--- src/fqvr_pkg.sv ---
// Shared constants, codes and controller/datapath link types for the value-removal queue.
`default_nettype none

package fqvr_pkg;

   localparam int DEPTH  = 16;
   localparam int IDX_W  = $clog2(DEPTH);
   localparam int CNT_W  = $clog2(DEPTH + 1);
   localparam int SUM_W  = IDX_W + 1;
   localparam int WORD_W = 32;
   localparam int ACT_W  = 3;
   localparam int STS_W  = 2;

   typedef enum logic [ACT_W-1:0] {
      ACT_PUSH    = 3'd0,
      ACT_POP     = 3'd1,
      ACT_REMOVE  = 3'd2,
      ACT_CLEAR   = 3'd3,
      ACT_INSPECT = 3'd4
   } action_type;

   typedef enum logic [STS_W-1:0] {
      ST_OK    = 2'd0,
      ST_FULL  = 2'd1,
      ST_EMPTY = 2'd2
   } status_type;

   typedef struct packed {
      logic latch;
      logic exec;
      logic scan;
      logic head_rd;
      logic load_rsp;
   } cmd_type;

   typedef struct packed {
      logic is_remove;
      logic scan_done;
   } sts_type;

endpackage

`default_nettype wire

--- src/fqvr_if.sv ---
// Request and response channel interfaces of the value-removal queue.
`default_nettype none

interface fqvr_req_if;
   logic                               valid;
   logic                               ready;
   logic [fqvr_pkg::ACT_W-1:0]         action;
   logic signed [fqvr_pkg::WORD_W-1:0] value;

   modport source (output valid, output action, output value, input ready);
   modport sink (input valid, input action, input value, output ready);
endinterface

interface fqvr_rsp_if;
   logic                               valid;
   logic                               ready;
   logic signed [fqvr_pkg::WORD_W-1:0] popped_word;
   logic signed [fqvr_pkg::WORD_W-1:0] head_word;
   logic [fqvr_pkg::CNT_W-1:0]         length;
   logic [fqvr_pkg::STS_W-1:0]         status;

   modport source (output valid, output popped_word, output head_word, output length,
                   output status, input ready);
   modport sink (input valid, input popped_word, input head_word, input length,
                 input status, output ready);
endinterface

`default_nettype wire

--- src/fifo_queue_with_value_removal.sv ---
// Top level: bounded FIFO of 32-bit words with push, pop, value removal, clear and inspect.
// Push, pop, clear and inspect pass through the execute, head-read and done states; the next
// request is taken only back in idle. A removal adds a scan of the ring by the single read port.
// A response waits in an output register; the next request is taken while it is not yet drained.
// Synchronous active-high reset empties the queue and drops any pending response; stored words
// are not cleared, and a word that was never written never reaches a response.
`default_nettype none

module fifo_queue_with_value_removal (
   input logic      clock,
   input logic      reset,
   fqvr_req_if.sink   req_ch,
   fqvr_rsp_if.source rsp_ch
);
   import fqvr_pkg::*;

   cmd_type cmd;
   sts_type sts;

   fqvr_ctrl u_ctrl (
      .clock     (clock),
      .reset     (reset),
      .req_valid (req_ch.valid),
      .req_ready (req_ch.ready),
      .rsp_valid (rsp_ch.valid),
      .rsp_ready (rsp_ch.ready),
      .cmd       (cmd),
      .sts       (sts)
   );

   fqvr_dp u_dp (
      .clock           (clock),
      .reset           (reset),
      .cmd             (cmd),
      .sts             (sts),
      .req_action      (req_ch.action),
      .req_value       (req_ch.value),
      .rsp_popped_word (rsp_ch.popped_word),
      .rsp_head_word   (rsp_ch.head_word),
      .rsp_length      (rsp_ch.length),
      .rsp_status      (rsp_ch.status)
   );

endmodule

`default_nettype wire

--- src/fqvr_ctrl.sv ---
// Sequencing state machine of the value-removal queue.
`default_nettype none

module fqvr_ctrl (
   input  logic              clock,
   input  logic              reset,
   input  logic              req_valid,
   output logic              req_ready,
   output logic              rsp_valid,
   input  logic              rsp_ready,
   output fqvr_pkg::cmd_type cmd,
   input  fqvr_pkg::sts_type sts
);
   import fqvr_pkg::*;

   typedef enum logic [4:0] {
      S_IDLE = 5'b00001,
      S_EXEC = 5'b00010,
      S_SCAN = 5'b00100,
      S_HEAD = 5'b01000,
      S_DONE = 5'b10000
   } state_type;

   state_type state_ff, state_in;
   logic      rsp_valid_ff, rsp_valid_in;

   always_comb begin
      state_in  = state_ff;
      req_ready = 1'b0;
      cmd       = '0;
      unique case (state_ff)
         S_IDLE: begin
            req_ready = 1'b1;
            if (req_valid) begin
               cmd.latch = 1'b1;
               state_in  = S_EXEC;
            end
         end
         S_EXEC: begin
            cmd.exec = 1'b1;
            state_in = sts.is_remove ? S_SCAN : S_HEAD;
         end
         S_SCAN: begin
            cmd.scan = 1'b1;
            if (sts.scan_done) begin
               state_in = S_HEAD;
            end
         end
         S_HEAD: begin
            cmd.head_rd = 1'b1;
            state_in    = S_DONE;
         end
         S_DONE: begin
            if (!rsp_valid_ff || rsp_ready) begin
               cmd.load_rsp = 1'b1;
               state_in     = S_IDLE;
            end
         end
         default: begin
            state_in = S_IDLE;
         end
      endcase
   end

   always_comb begin
      rsp_valid_in = rsp_valid_ff;
      if (cmd.load_rsp) begin
         rsp_valid_in = 1'b1;
      end else if (rsp_ready) begin
         rsp_valid_in = 1'b0;
      end
   end

   always_ff @(posedge clock) begin
      if (reset) begin
         state_ff     <= S_IDLE;
         rsp_valid_ff <= 1'b0;
      end else begin
         state_ff     <= state_in;
         rsp_valid_ff <= rsp_valid_in;
      end
   end

   assign rsp_valid = rsp_valid_ff;

endmodule

`default_nettype wire

--- src/fqvr_dp.sv ---
// Ring storage, pointers, removal scan and response registers of the value-removal queue.
`default_nettype none

module fqvr_dp (
   input  logic                               clock,
   input  logic                               reset,
   input  fqvr_pkg::cmd_type                  cmd,
   output fqvr_pkg::sts_type                  sts,
   input  logic [fqvr_pkg::ACT_W-1:0]         req_action,
   input  logic signed [fqvr_pkg::WORD_W-1:0] req_value,
   output logic signed [fqvr_pkg::WORD_W-1:0] rsp_popped_word,
   output logic signed [fqvr_pkg::WORD_W-1:0] rsp_head_word,
   output logic [fqvr_pkg::CNT_W-1:0]         rsp_length,
   output logic [fqvr_pkg::STS_W-1:0]         rsp_status
);
   import fqvr_pkg::*;

   function automatic logic [IDX_W-1:0] ring_pos(input logic [IDX_W-1:0] base,
                                                 input logic [CNT_W-1:0] offset);
      logic [SUM_W-1:0] sum;
      sum = SUM_W'(base) + SUM_W'(offset);
      if (sum >= SUM_W'(DEPTH)) begin
         sum = sum - SUM_W'(DEPTH);
      end
      return sum[IDX_W-1:0];
   endfunction

   logic [WORD_W-1:0] mem_ff [DEPTH];
   logic [WORD_W-1:0] rdata_ff;

   logic [ACT_W-1:0]  act_ff;
   logic [WORD_W-1:0] val_ff;
   logic [IDX_W-1:0]  head_ff, head_in;
   logic [CNT_W-1:0]  count_ff, count_in;
   logic [CNT_W-1:0]  rd_i_ff, rd_i_in;
   logic [CNT_W-1:0]  kept_ff, kept_in;
   logic              pend_ff, pend_in;
   logic [WORD_W-1:0] popped_ff, popped_in;
   status_type        status_ff, status_in;

   logic [WORD_W-1:0] out_popped_ff;
   logic [WORD_W-1:0] out_head_ff;
   logic [CNT_W-1:0]  out_length_ff;
   status_type        out_status_ff;

   logic              rd_en;
   logic [IDX_W-1:0]  rd_addr;
   logic              wr_en;
   logic [IDX_W-1:0]  wr_addr;
   logic [WORD_W-1:0] wr_data;

   assign sts.is_remove = (act_ff == ACT_REMOVE);
   assign sts.scan_done = (rd_i_ff == count_ff) && !pend_ff;

   always_comb begin
      head_in   = head_ff;
      count_in  = count_ff;
      rd_i_in   = rd_i_ff;
      kept_in   = kept_ff;
      pend_in   = pend_ff;
      popped_in = popped_ff;
      status_in = status_ff;
      rd_en     = 1'b0;
      rd_addr   = head_ff;
      wr_en     = 1'b0;
      wr_addr   = ring_pos(head_ff, count_ff);
      wr_data   = val_ff;
      if (cmd.latch) begin
         rd_en = 1'b1;
      end else if (cmd.exec) begin
         popped_in = '0;
         status_in = ST_OK;
         rd_i_in   = '0;
         kept_in   = '0;
         pend_in   = 1'b0;
         unique case (act_ff)
            ACT_PUSH: begin
               if (count_ff == CNT_W'(DEPTH)) begin
                  status_in = ST_FULL;
               end else begin
                  wr_en    = 1'b1;
                  count_in = count_ff + CNT_W'(1);
               end
            end
            ACT_POP: begin
               if (count_ff == '0) begin
                  status_in = ST_EMPTY;
               end else begin
                  popped_in = rdata_ff;
                  head_in   = ring_pos(head_ff, CNT_W'(1));
                  count_in  = count_ff - CNT_W'(1);
               end
            end
            ACT_CLEAR: begin
               head_in  = '0;
               count_in = '0;
            end
            default: begin
            end
         endcase
      end else if (cmd.scan) begin
         if (rd_i_ff < count_ff) begin
            rd_en   = 1'b1;
            rd_addr = ring_pos(head_ff, rd_i_ff);
            rd_i_in = rd_i_ff + CNT_W'(1);
            pend_in = 1'b1;
         end else begin
            pend_in = 1'b0;
         end
         if (pend_ff && (rdata_ff != val_ff)) begin
            wr_en   = 1'b1;
            wr_addr = ring_pos(head_ff, kept_ff);
            wr_data = rdata_ff;
            kept_in = kept_ff + CNT_W'(1);
         end
         if (sts.scan_done) begin
            count_in = kept_ff;
         end
      end else if (cmd.head_rd) begin
         rd_en = 1'b1;
      end
   end

   always_ff @(posedge clock) begin
      if (wr_en) begin
         mem_ff[wr_addr] <= wr_data;
      end
      if (rd_en) begin
         rdata_ff <= mem_ff[rd_addr];
      end
   end

   always_ff @(posedge clock) begin
      if (reset) begin
         head_ff  <= '0;
         count_ff <= '0;
         pend_ff  <= 1'b0;
      end else begin
         head_ff  <= head_in;
         count_ff <= count_in;
         pend_ff  <= pend_in;
      end
   end

   always_ff @(posedge clock) begin
      if (cmd.latch) begin
         act_ff <= req_action;
         val_ff <= req_value;
      end
      rd_i_ff   <= rd_i_in;
      kept_ff   <= kept_in;
      popped_ff <= popped_in;
      status_ff <= status_in;
      if (cmd.load_rsp) begin
         out_popped_ff <= popped_ff;
         out_head_ff   <= (count_ff != '0) ? rdata_ff : '0;
         out_length_ff <= count_ff;
         out_status_ff <= status_ff;
      end
   end

   assign rsp_popped_word = out_popped_ff;
   assign rsp_head_word   = out_head_ff;
   assign rsp_length      = out_length_ff;
   assign rsp_status      = out_status_ff;

endmodule

`default_nettype wire

--- src/flat_wrapper.sv ---
// flat-port wrapper written by rule: the top's interface ports become plain ports
module fifo_queue_with_value_removal_flat import fqvr_pkg::*;
  (clock, reset, req_ch_valid, req_ch_action, req_ch_value, req_ch_ready, rsp_ch_valid, rsp_ch_popped_word, rsp_ch_head_word, rsp_ch_length, rsp_ch_status, rsp_ch_ready);
  fqvr_req_if req_ch_i ();
  fqvr_rsp_if rsp_ch_i ();
  input logic clock;
  input logic reset;
  input wire logic [$bits(req_ch_i.valid)-1:0] req_ch_valid;
  input wire logic [$bits(req_ch_i.action)-1:0] req_ch_action;
  input wire logic [$bits(req_ch_i.value)-1:0] req_ch_value;
  output wire logic [$bits(req_ch_i.ready)-1:0] req_ch_ready;
  output wire logic [$bits(rsp_ch_i.valid)-1:0] rsp_ch_valid;
  output wire logic [$bits(rsp_ch_i.popped_word)-1:0] rsp_ch_popped_word;
  output wire logic [$bits(rsp_ch_i.head_word)-1:0] rsp_ch_head_word;
  output wire logic [$bits(rsp_ch_i.length)-1:0] rsp_ch_length;
  output wire logic [$bits(rsp_ch_i.status)-1:0] rsp_ch_status;
  input wire logic [$bits(rsp_ch_i.ready)-1:0] rsp_ch_ready;
  assign req_ch_i.valid = req_ch_valid;
  assign req_ch_i.action = req_ch_action;
  assign req_ch_i.value = req_ch_value;
  assign req_ch_ready = req_ch_i.ready;
  assign rsp_ch_valid = rsp_ch_i.valid;
  assign rsp_ch_popped_word = rsp_ch_i.popped_word;
  assign rsp_ch_head_word = rsp_ch_i.head_word;
  assign rsp_ch_length = rsp_ch_i.length;
  assign rsp_ch_status = rsp_ch_i.status;
  assign rsp_ch_i.ready = rsp_ch_ready;
  fifo_queue_with_value_removal u_core (.clock(clock), .reset(reset), .req_ch(req_ch_i), .rsp_ch(rsp_ch_i));
endmodule
--- config.mk ---
export PLATFORM = sky130hd
export DESIGN_NAME = fifo_queue_with_value_removal_flat
export DESIGN_NICKNAME = d
export VERILOG_FILES = /design/src/fqvr_pkg.sv /design/src/fqvr_if.sv /design/src/fifo_queue_with_value_removal.sv /design/src/fqvr_ctrl.sv /design/src/fqvr_dp.sv /design/src/flat_wrapper.sv
export SDC_FILE = /design/constraint.sdc
export NUM_CORES = 1
export LEC_CHECK = 0
export BUFFER_PORTS_ARGS = -buffer_cell sky130_fd_sc_hd__buf_2
export CAP_MARGIN = 20
export CORE_MARGIN = 2
export CORE_UTILIZATION = 40
export DETAILED_ROUTE_END_ITERATION = 12
export GPL_TIMING_DRIVEN = 0
export PLACE_DENSITY = 0.53
export SYNTH_ARGS = -nofsm -noshare
export SYNTH_HDL_FRONTEND = slang
export SYNTH_SLANG_ARGS = --single-unit
--- constraint.sdc ---
create_clock -name clock -period 6.2 [get_ports clock]
set_clock_uncertainty 0.05 [all_clocks]
set_input_delay 0.31 -clock clock [delete_from_list [all_inputs] [get_ports clock]]
set_output_delay 0.31 -clock clock [all_outputs]
set_load 0.01 [all_outputs]
==> run summary, run 1 <==
LEAKAGE = 11.7 nW
Int Power = 8.67 mW
Leading area contributor after synthesis = edfxtp_1
Post-DR wirelength/cell = 24.4 um
Via density = 5.46
Slew HR = 21.4%
Die X = 269 um
Area delta synth->final = 18.8%
Layout cells sized above 1 = 16.6%
Switching Fraction = 25.2%
Worst Reg-to-Reg Cells = 9
Final setup violation count = 0
Clock group share of total power = 37.7%
Clock Sinks = 710
Io pins = 112
Mean post-synth cell area = 15.0 um^2
Max clock buf depth = 3
Startpoint Class = register
Max-cap violations = 0
Dominant cells by area after synthesis = edfxtp_1 (74%), a21oi_1 (4.8%), nand2_1 (3.6%)
Min-delay src = req_ch_valid
Final slew viol count = 0
Outcome = finished clean
Register area share after synthesis = 75.5%
Max Fclk = 212 MHz
Top cells by count, synth = edfxtp_1 (694), a21oi_1 (270), nand2_1 (270)
GRT met1 Usage = 28.6%
Worst Path Class, Setup = register to register
Placed Cells = 2982
Worst-path clk slew = 0.06 ns
VDD IR-drop max = 0.175 mV
Power share of the combinational group = 10.7%
Crit. End Element = register
Reg-to-reg setup timing slack = 1.47 ns
Global-route wire length before repair = 113000 um
Core area = 69700 um^2
Final period util = 76.2%
Gr busiest metal = met2
Die Span Y = 269 um
Hold Path Sink = u_core.u_ctrl.state_ff[0]$_SDFFE_PP1P_
Starting Density = 40.3%
Async SR Flop Fraction = 0%
Syn Nets = 1934
Data required, critical path = 6.47 ns
Arrival @ worst endpoint = 5.00 ns
Most frequent cell after synthesis = edfxtp_1
Crit path time final = 4.73 ns
Cells after Synth = 1871
Seq pwr share = 51.6%
CTS H-tree lvls = 3
Power per cell area = 348 nW/um^2
Vias in the first global route = 17300
Post-Place Setup Slack = 1.55 ns
Synth Register Bits = 710
Final #Nets = 2217
Maximum fanout along the worst path = 10
Gr ovfl total = 0
FILL cells = 6019
Clk Tree Root Cell = clkbuf_16
Largest net degree at the start of global routing = 39
Hold Fails Final Rpt = 0
EDFF count, synth = 694
DRT iter0 DRCs = 1661
Clk_lat worst skew = 0.63 ns
Unrepaired setup endpoints after global routing = no
Gpl congestion = 0.841
Post-layout util = 47.8%
Worst-Margin Slew = 1.16 ns
Gates resized, CTS repair = 0
Hold Crit Class = primary input to register
Post-synth top flop = edfxtp_1
Hold path cells = 4
Post-synthesis cell type count = 48
Post-DP HPWL = 54200 um
Net Sw Power = 2.92 mW
Row count = 97
Fin cells = 3150
Worst reg2reg startpoint = u_core.u_dp.rdata_ff[12]$_DFFE_PP_
Initial antenna violation count = 1
Setup ws final = 1.47 ns
Vias = 17200
Met3 Use GR = 2.94%
Critical R2R Capture = u_core.u_dp.mem_ff[5][21]$_DFFE_PP_
Final ANT Viol Nets = 0
Drc violations = 0
Met2 Use GR = 36.2%
Total power = 11.6 mW
Total detailed-routing wirelength = 77000 um
Hold Slack = 0.107 ns
Die area = 72200 um^2
Yosys warnings = 0
Post-Synthesis Cell Area = 28000 um^2
I/O Buffers = 111
CTS tree = yes
Inserted Clock Buffers = 73
Gr usage total = 21.5%
Share of the synthesized area in the top cell type = 74.3%
First drt pass iteration count = 5
cell families after synthesis:
family | share of synthesized area (%)
flip-flops | 75.5
AND/OR/NAND/NOR | 7.79
AO/OA/AOI/OAI | 10.2
buffers and inverters | 2.20
XOR/XNOR | 1.62
multiplexers | 1.58
adder cells (fa/ha/maj) | 1.18
power groups by stage:
stage / registers [mW] / clock network, mW / logic (mW)
CTS: 5.98 / 4.45 / 1.24
global placement: 6.10 / 0 / 1.14
floorplan: 5.95 / 0 / 0.726
finish: 5.99 / 4.37 / 1.24
global route: 6.00 / 4.63 / 1.34
detailed placement: 6.08 / 0 / 1.22
layer usage:
| metal | up-vias | share of wire, % | routed length (um) |
|---|---|---|---|
| li1 | 7776 | - | - |
| met1 | 8658 | 43 | 32900 |
| met2 | 640 | 49 | 37400 |
| met3 | 118 | 5.9 | 4580 |
| met4 | 0 | 2.7 | 2090 |
| met5 | - | 0 | 0 |
registers in the layout, indices dropped and copies added (netlist names), 5 cells and up:
| signal | cells |
|---|---|
| u_core.u_dp.mem_ff | 512 |
| u_core.u_dp.popped_ff | 32 |
| u_core.u_dp.rdata_ff | 32 |
| u_core.u_dp.rsp_head_word | 32 |
| u_core.u_dp.rsp_popped_word | 32 |
| u_core.u_dp.val_ff | 32 |
| u_core.u_ctrl.state_ff | 5 |
| u_core.u_dp.count_ff | 5 |
| u_core.u_dp.kept_ff | 5 |
| u_core.u_dp.rd_i_ff | 5 |
| u_core.u_dp.rsp_length | 5 |
final cells by class:
class                      instances  area, um^2  share of cell area, %
clock inverter                    43         450                   1.35
tap                              940        1180                   3.53
timing repair buffer             208        1630                   4.90
clock buffer                      86        1920                   5.76
inverter                          18        67.6                  0.203
multi-input combinational       1029        6360                   19.1
sequential                       710       21200                   63.5
antenna                            2        5.00                 0.0150
buffer                           114         551                   1.65
repair_timing:
action	4_1_cts	5_1_grt
endpoints found under the hold margin	40	0
hold buffers	37	0
buffers inserted	0	0
worst max-delay path: stages (launching register included):
cell,delay [ns]
edfxtp_1,0.52
xnor2_1,0.46
nand4_1,0.23
nor4_1,0.66
a21oi_1,0.44
mux2i_1,0.39
xnor2_1,0.35
nor3_2,0.87
buf_6,0.26
buf_6,0.18
metrics by stage:
step	setup TNS [ns]	area (um^2)
6_report	0	33300
5_1_grt	0	33300
4_1_cts	0	33300
3_5_place_dp	0	30600
3_3_place_gp	-972.07	29800
2_1_floorplan	0	28000
worst max-delay path by stage:
stage	startpoint	end
5_1_grt	u_core.u_dp.rdata_ff[12]$_DFFE_PP_	u_core.u_dp.mem_ff[5][20]$_DFFE_PP_
4_1_cts	u_core.u_dp.rdata_ff[12]$_DFFE_PP_	u_core.u_dp.mem_ff[5][21]$_DFFE_PP_
3_5_place_dp	u_core.u_dp.rdata_ff[12]$_DFFE_PP_	u_core.u_dp.mem_ff[5][20]$_DFFE_PP_
2_1_floorplan	u_core.u_ctrl.state_ff[3]$_SDFFE_PP0P_	u_core.u_dp.mem_ff[0][0]$_DFFE_PP_
3_3_place_gp	u_core.u_dp.rdata_ff[12]$_DFFE_PP_	u_core.u_dp.mem_ff[9][16]$_DFFE_PP_
6_report	u_core.u_dp.rdata_ff[12]$_DFFE_PP_	u_core.u_dp.mem_ff[5][21]$_DFFE_PP_
cells in the final DEF, fill, tap and decap left out, types with 18 or more instances in the layout:
cell type	n
a221o_1	18
clkbuf_1	72
nor2_1	29
a221oi_1	104
xnor2_1	42
nor2b_1	37
inv_1	18
buf_2	136
buf_6	58
and2_1	38
clkinv_1	19
ha_1	20
edfxtp_1	694
clkbuf_16	75
mux2_2	33
or4_1	26
a21oi_1	270
nand2_1	270
dlygate4sd3_1	37
Note: power is estimated with default switching activity, not from simulation.
==> run 2, diff against run 1 <==
- PLACE_DENSITY: 0.53 -> 0.55
- clock period: 6.2 -> 3.8 ns (I/O delays scaled with it)
==> run 2 against run 1 <==
- global-route usage rose by 0.22 points
- routed wire length increased by 0.51%
- worst hold slack improved by 0.13 ns
- via count grew 0.96%
- final area increased by 2.4%
- largest power group unchanged
- power up 67%
- register-to-register slack got worse by 1.4 ns
- non-clock buffer count up 30
- highest routed layer unchanged
==> run summary, run 2 (synthesis gave the netlist of run 1 again) <==
I/O Buffers = 111 (unchanged)
Biggest register = u_core.u_dp.mem_ff (unchanged)
Post-DR wirelength/cell = 24.3 um (was 24.4 um)
Row count = 97 (unchanged)
Post-DP HPWL = 54000 um (was 54200 um)
Hold Slack = 0.238 ns (was 0.107 ns)
Total detailed-routing wirelength = 77400 um (was 77000 um)
Gr busiest metal = met2 (unchanged)
CTS tree = yes (unchanged)
Gr usage total = 21.7% (was 21.5%)
Setup ws final = 0.115 ns (was 1.47 ns)
Data required, critical path = 4.06 ns (was 6.47 ns)
Worst-Margin Slew = 1.02 ns (was 1.16 ns)
Final slew viol count = 0 (unchanged)
Final setup violation count = 0 (unchanged)
Startpoint Class = register (unchanged)
Core area = 69700 um^2 (unchanged)
Most frequent cells in the layout = edfxtp_1 (694), nand2_1 (270), a21oi_1 (267) (was edfxtp_1 (694), nand2_1 (270), a21oi_1 (270))
Leading cell type in the layout, fill and taps excluded = edfxtp_1 (unchanged)
Clock Sinks = 710 (unchanged)
Gpl congestion = 0.836 (was 0.841)
Worst-path clk slew = 0.06 ns (about the same)
Gr ovfl total = 0 (unchanged)
Largest net degree at the start of global routing = 37 (was 39)
Initial antenna violation count = 0 (was 1)
Met2 Use GR = 36.0% (was 36.2%)
Clk Tree Root Cell = clkbuf_16 (unchanged)
Max clock buf depth = 3 (unchanged)
Max reg flops = 512 (unchanged)
Vias in the first global route = 17300 (about the same)
Arrival @ worst endpoint = 3.94 ns (was 5.00 ns)
Global-route wire length before repair = 114000 um (was 113000 um)
Hold Fails Final Rpt = 0 (unchanged)
Switching Fraction = 24.7% (was 25.2%)
Clock group share of total power = 38.6% (was 37.7%)
Starting Density = 40.3% (unchanged)
Max-cap violations = 0 (unchanged)
Outcome = finished clean (unchanged)
Drc violations = 0 (unchanged)
Final ANT Viol Nets = 0 (unchanged)
Inserted Clock Buffers = 74 (was 73)
Power per cell area = 568 nW/um^2 (was 348 nW/um^2)
Multi-input gate area = 6680 um^2 (was 6360 um^2)
VDD IR-drop max = 0.299 mV (was 0.175 mV)
FILL cells = 5990 (was 6019)
Register Area = 21200 um^2 (about the same)
Via density = 5.45 (was 5.46)
Maximum fanout along the worst path = 10 (unchanged)
Net Sw Power = 4.79 mW (was 2.92 mW)
Met3 Use GR = 3.84% (was 2.94%)
CTS H-tree lvls = 3 (unchanged)
LEAKAGE = 12.3 nW (was 11.7 nW)
Vias = 17400 (was 17200)
GRT met1 Usage = 29.1% (was 28.6%)
Worst Path Class, Setup = register to register (unchanged)
Clk_lat worst skew = 0.62 ns (was 0.63 ns)
Hold Crit Class = primary input to register (unchanged)
First drt pass iteration count = 5 (unchanged)
Post-layout util = 49.0% (was 47.8%)
Seq pwr share = 50.4% (was 51.6%)
Area delta synth->final = 21.7% (was 18.8%)
Die Span Y = 269 um (unchanged)
DRT iter0 DRCs = 1835 (was 1661)
Final period util = 97.0% (was 76.2%)
Die X = 269 um (unchanged)
Power share of the combinational group = 11.0% (was 10.7%)
Layout cells sized above 1 = 21.4% (was 16.6%)
Die area = 72200 um^2 (unchanged)
Slew HR = 32.3% (was 21.4%)
Crit. End Element = register (unchanged)
Int Power = 14.6 mW (was 8.67 mW)
Final #Nets = 2248 (was 2217)
Setup TNS = 0 ns (unchanged)
Post-Place Setup Slack = -0.964 ns (was 1.55 ns)
Io pins = 112 (unchanged)
Max Fclk = 271 MHz (was 212 MHz)
Crit path time final = 3.69 ns (was 4.73 ns)
## run 2: path summary, 6_finish.rpt
path,startpoint,endpoint,slack (ns),depth (start not counted)
worst max register to register,u_core.u_dp.rdata_ff[3]$_DFFE_PP_,u_core.u_dp.mem_ff[10][20]$_DFFE_PP_,0.11,10
worst min-delay path,req_ch_value[17],u_core.u_dp.val_ff[17]$_DFFE_PP_,0.24,2
worst max-delay path,u_core.u_dp.rdata_ff[3]$_DFFE_PP_,u_core.u_dp.mem_ff[10][20]$_DFFE_PP_,0.11,10
worst min register to register,u_core.u_dp.popped_ff[1]$_SDFFCE_PP0P_,u_core.u_dp.rsp_popped_word[1]$_DFFE_PP_,0.36,0
## run 2: worst max-delay path, cell delays in order, from the launching register on
cell and delay, ns:
edfxtp_1 0.46, xnor2_1 0.47, nand4_1 0.23, nor4_4 0.39, a21oi_4 0.18, clkbuf_2 0.26
nor3b_1 0.32, a31oi_2 0.18, nor3_4 0.33, buf_4 0.28, buf_6 0.20
## run 2: area by class of cell
cell class	count	share of cell area, %
Antenna cell	1	0.00733
Buffer	113	1.88
Clock buffer	93	5.95
Clock inverter	43	1.43
Inverter	18	0.198
Multi-Input combinational cell	1029	19.6
Sequential cell	710	62.0
Tap cell	940	3.45
Timing Repair Buffer	239	5.51
## run 2: metrics by stage
stage | cell area (um^2) | std cells | power [mW]
after floorplan | 28000 | 1871 | 10.9
after global placement | 29800 | 2922 | 11.8
after detailed placement | 30600 | 2981 | 11.9
after CTS | 33900 | 3174 | 19.5
after global routing | 34100 | 3185 | 20.0
final | 34100 | 3186 | 19.4
## run 2: power groups by stage
| stage | clock network (mW) | logic (mW) | registers (mW) |
|---|---|---|---|
| 3_5_place_dp | 0 | 2.01 | 9.91 |
| 4_1_cts | 7.60 | 2.11 | 9.76 |
| 3_3_place_gp | 0 | 1.87 | 9.93 |
| 2_1_floorplan | 0 | 1.18 | 9.71 |
| 5_1_grt | 7.92 | 2.31 | 9.80 |
| 6_report | 7.48 | 2.13 | 9.77 |
## run 2: layer usage
| metal | part of all wire, % | vias up |
|---|---|---|
| met4 | 2.5 | 0 |
| met2 | 49 | 617 |
| met3 | 6.9 | 112 |
| met5 | 0 | - |
| met1 | 42 | 8781 |
| li1 | - | 7847 |
## run 2: what timing repair did
item / 4_1_cts / 5_1_grt
hold endpoints to repair: 44 / 0
setup endpoints to repair: 544 / 180
pin swaps: 13 / 6
buffers inserted: 20 / 11
gates resized for setup: 65 / 68
hold buffers: 38 / 0
==> run 3, diff against run 2 <==
- SYNTH_HIERARCHICAL: not set -> 1
==> run 3 against run 2 <==
- worst hold slack improved by 0.0071 ns
- worst setup slack got worse by 0.047 ns
- utilization rose by 0.55 points
- power fell by 15%
- final area rose by 4.1%
- non-clock buffer count rose by 23
- critical endpoint is now u_core/u_dp/rdata_ff[4]$_DFFE_PP_
==> run summary, run 3 <==
Outcome = finished clean (unchanged)
Layout cells sized above 1 = 22.7% (was 21.4%)
Reg-to-reg setup timing slack = 0.07 ns (was 0.11 ns)
CP top delay family = simple AND/OR/NAND/NOR gates (unchanged)
Share of the synthesized area in the top cell type = 71.6% (was 74.3%)
Global-route wire length before repair = 120000 um (was 114000 um)
Largest net degree at the start of global routing = 72 (was 37)
Worst reg2reg startpoint = u_core/u_ctrl/state_ff[4]$_SDFFE_PP0P_ (was u_core.u_dp.rdata_ff[3]$_DFFE_PP_)
Gr ovfl total = 0 (unchanged)
Top cells by count, synth = edfxtp_1 (694), nand3_1 (177), nand2_1 (171) (was edfxtp_1 (694), a21oi_1 (270), nand2_1 (270))
Final slew viol count = 0 (unchanged)
Post-DR wirelength/cell = 24.7 um (was 24.3 um)
Post-synthesis cell type count = 65 (was 48)
Post-Synth Adder-Cell Area = 1.14% (was 1.18%)
Worst Setup SP = u_core/u_ctrl/state_ff[4]$_SDFFE_PP0P_ (was u_core.u_dp.rdata_ff[3]$_DFFE_PP_)
Drc violations = 0 (unchanged)
Min-delay src = req_ch_value[6] (was req_ch_value[17])
Dominant cells by area after synthesis = edfxtp_1 (72%), nand3_1 (3.0%), a32oi_1 (2.9%) (was edfxtp_1 (74%), a21oi_1 (4.8%), nand2_1 (3.6%))
Combinational family with the most area after synthesis = compound AO/OA/AOI/OAI gates (unchanged)
Hold Crit Class = primary input to register (unchanged)
Crit. End Element = register (unchanged)
Total detailed-routing wirelength = 81500 um (was 77400 um)
Most frequent cell after synthesis = edfxtp_1 (unchanged)
DRT iter0 DRCs = 1806 (was 1835)
Slowest stage cell on the critical path = dfxtp_1 (was xnor2_1)
Max-cap violations = 0 (unchanged)
Vias in the first global route = 18800 (was 17300)
Dpl cell area = 31800 um^2 (was 30600 um^2)
Startpoint Class = register (unchanged)
Mux cell area share after synthesis = 1.49% (was 1.57%)
Inserted Clock Buffers = 76 (was 74)
Post-layout util = 49.5% (was 49.0%)
CP max stage delay = 0.43 ns (was 0.47 ns)
Final period util = 98.2% (was 97.0%)
Power per cell area = 463 nW/um^2 (was 568 nW/um^2)
Worst Reg-to-Reg Cells = 12 (was 10)
Most frequent cells in the layout = edfxtp_1 (694), nand3_1 (174), nand2_1 (170) (was edfxtp_1 (694), nand2_1 (270), a21oi_1 (267))
Worst-Margin Slew = 1.02 ns (about the same)
Io pins = 112 (unchanged)
Final ANT Viol Nets = 0 (unchanged)
Simple-Gate Fraction of Synth Area = 9.51% (was 7.79%)
Post-synth top flop = edfxtp_1 (unchanged)
Arrival @ worst endpoint = 3.96 ns (was 3.94 ns)
Syn Nets = 2049 (was 1934)
Synth Register Bits = 710 (unchanged)
Leading cell type in the layout, fill and taps excluded = edfxtp_1 (unchanged)
EDFF count, synth = 694 (unchanged)
Die X = 274 um (was 269 um)
Core area = 71700 um^2 (was 69700 um^2)
Leading area contributor after synthesis = edfxtp_1 (unchanged)
Clock Sinks = 710 (unchanged)
LEAKAGE = 11.9 nW (was 12.3 nW)
Mean post-synth cell area = 14.7 um^2 (was 15.0 um^2)
Max clock buf depth = 3 (unchanged)
Post-Synthesis Cell Area = 29100 um^2 (was 28000 um^2)
Hold Slack = 0.245 ns (was 0.238 ns)
Yosys warnings = 6 (was 0)
Max Fclk = 268 MHz (was 271 MHz)
Critical path depth in cells = 12 (was 10)
Gpl congestion = 0.848 (was 0.836)
Cell Chain, Critical Path = nor2_1 > and3_2 > and2_4 > clkbuf_2 > nor3_2 > nand3_4 > or3_1 > and3b_1 > buf_2 > clkbuf_4 > a32oi_2 > o211ai_1 (was xnor2_1 > nand4_1 > nor4_4 > a21oi_4 > clkbuf_2 > nor3b_1 > a31oi_2 > nor3_4 > buf_4 > buf_6)
Diode count = 0 (was 1)
Via density = 5.65 (was 5.45)
Placed Cells = 3078 (was 2981)
VDD IR-drop max = 0.328 mV (was 0.299 mV)
Finished Cell Area = 35500 um^2 (was 34100 um^2)
Async SR Flop Fraction = 0% (unchanged)
Clk_lat worst skew = 0.61 ns (was 0.62 ns)
Crit path time final = 3.73 ns (was 3.69 ns)
Clk Tree Root Cell = clkbuf_16 (unchanged)
Slew HR = 31.8% (was 32.3%)
Vias = 18600 (was 17400)
Final #Nets = 2354 (was 2248)
Register area share after synthesis = 72.7% (was 75.5%)
Hold Fails Final Rpt = 0 (unchanged)
Compound-gate portion of the synthesized area = 11.0% (was 10.2%)
Worst-path clk slew = 0.06 ns (about the same)
Data required, critical path = 4.03 ns (was 4.06 ns)
Critical R2R Capture = u_core/u_dp/rdata_ff[4]$_DFFE_PP_ (was u_core.u_dp.mem_ff[10][20]$_DFFE_PP_)
Die area = 74900 um^2 (was 72200 um^2)
Worst Path Class, Setup = register to register (unchanged)
Row count = 98 (was 97)
Starting Density = 40.6% (was 40.3%)
Cells after Synth = 1986 (was 1871)
Fin cells = 3294 (was 3186)
I/O Buffers = 111 (unchanged)
Gr usage total = 21.6% (was 21.7%)
Crit path buf inv count = 3 (unchanged)
Biggest register = u_core/u_dp/mem_ff (was u_core.u_dp.mem_ff)
Area delta synth->final = 22.1% (was 21.7%)
CTS tree = yes (unchanged)
Maximum fanout along the worst path = 10 (unchanged)
Total power = 16.4 mW (was 19.4 mW)
CP endpoint = u_core/u_dp/rdata_ff[4]$_DFFE_PP_ (was u_core.u_dp.mem_ff[10][20]$_DFFE_PP_)
First drt pass iteration count = 5 (unchanged)
Max reg flops = 512 (unchanged)
Initial antenna violation count = 0 (unchanged)
CTS H-tree lvls = 3 (unchanged)
Unrepaired setup endpoints after global routing = yes
Synth Area in XOR/XNOR = 1.54% (was 1.62%)
Final setup violation count = 0 (unchanged)
Die Span Y = 274 um (was 269 um)
Post-DP HPWL = 56900 um (was 54000 um)
-- run 3: routing by layer --
layer / GRT usage [%] / part of all wire, % / up-vias
met2: 36.5 / 49 / 701
li1: - / - / 8413
met3: 3.10 / 6.9 / 112
met4: 5.97 / 2.1 / 0
met1: 29.1 / 42 / 9369
met5: 0 / 0 / -
-- run 3: per-stage QoR --
stage,setup TNS (ns),setup slack [ns]
6_report,0,0.0674
5_1_grt,-0.00127,-0.00127
4_1_cts,0,0.00147
3_5_place_dp,-268.28,-1.35
3_3_place_gp,-667.16,-1.32
2_1_floorplan,0,0.0181
-- run 3: power by group --
part / internal, mW / leakage, nW / total, mW / switching [mW]
Clock: 4.20 / 1.16 / 7.16 / 2.95
Combinational: 0.153 / 4.32 / 0.502 / 0.349
Sequential: 8.72 / 6.38 / 8.78 / 0.0611
-- run 3: logic make-up (layout without fill, tap and decap cells) --
family          after synthesis  after routing
fa+ha+maj                    24             24
mux                          39             39
buf+inv                     171            528
flops                       710            710
compound gates              439            439
simple gates                552            553
xor+xnor                     51             51
-- run 3: area by class of cell --
class	count	area (um^2)
multi-input cells	1106	7840
well taps	950	1190
plain buffers	150	793
repair inverters	1	5.00
clock buffers	94	2000
inverters	21	82.6
repair buffers	225	2090
fillers	6130	36200
clock inverters	37	369
flip-flops and latches	710	21200
-- run 3: worst min path at each step --
stage	depth (start not counted)	endpoint	slack [ns]
6_report	2	u_core/u_dp/val_ff[6]$_DFFE_PP_	0.25
5_1_grt	2	u_core/u_dp/val_ff[6]$_DFFE_PP_	0.24
4_1_cts	2	u_core/u_dp/val_ff[3]$_DFFE_PP_	0.22
3_5_place_dp	1	u_core/u_dp/val_ff[31]$_DFFE_PP_	0.32
3_3_place_gp	1	u_core/u_dp/act_ff[1]$_DFFE_PP_	0.32
2_1_floorplan	1	u_core/u_ctrl/rsp_valid$_SDFFE_PP0P_	0.21
-- run 3: what timing repair did --
action | 4_1_cts | 5_1_grt
hold buffers | 38 | 0
resized for setup | 84 | 98
gates cloned | 2 | 0
setup endpoints to repair | 544 | 346
pin swaps | 23 | 16
endpoints found under the hold margin | 41 | 0
buffers inserted | 34 | 10
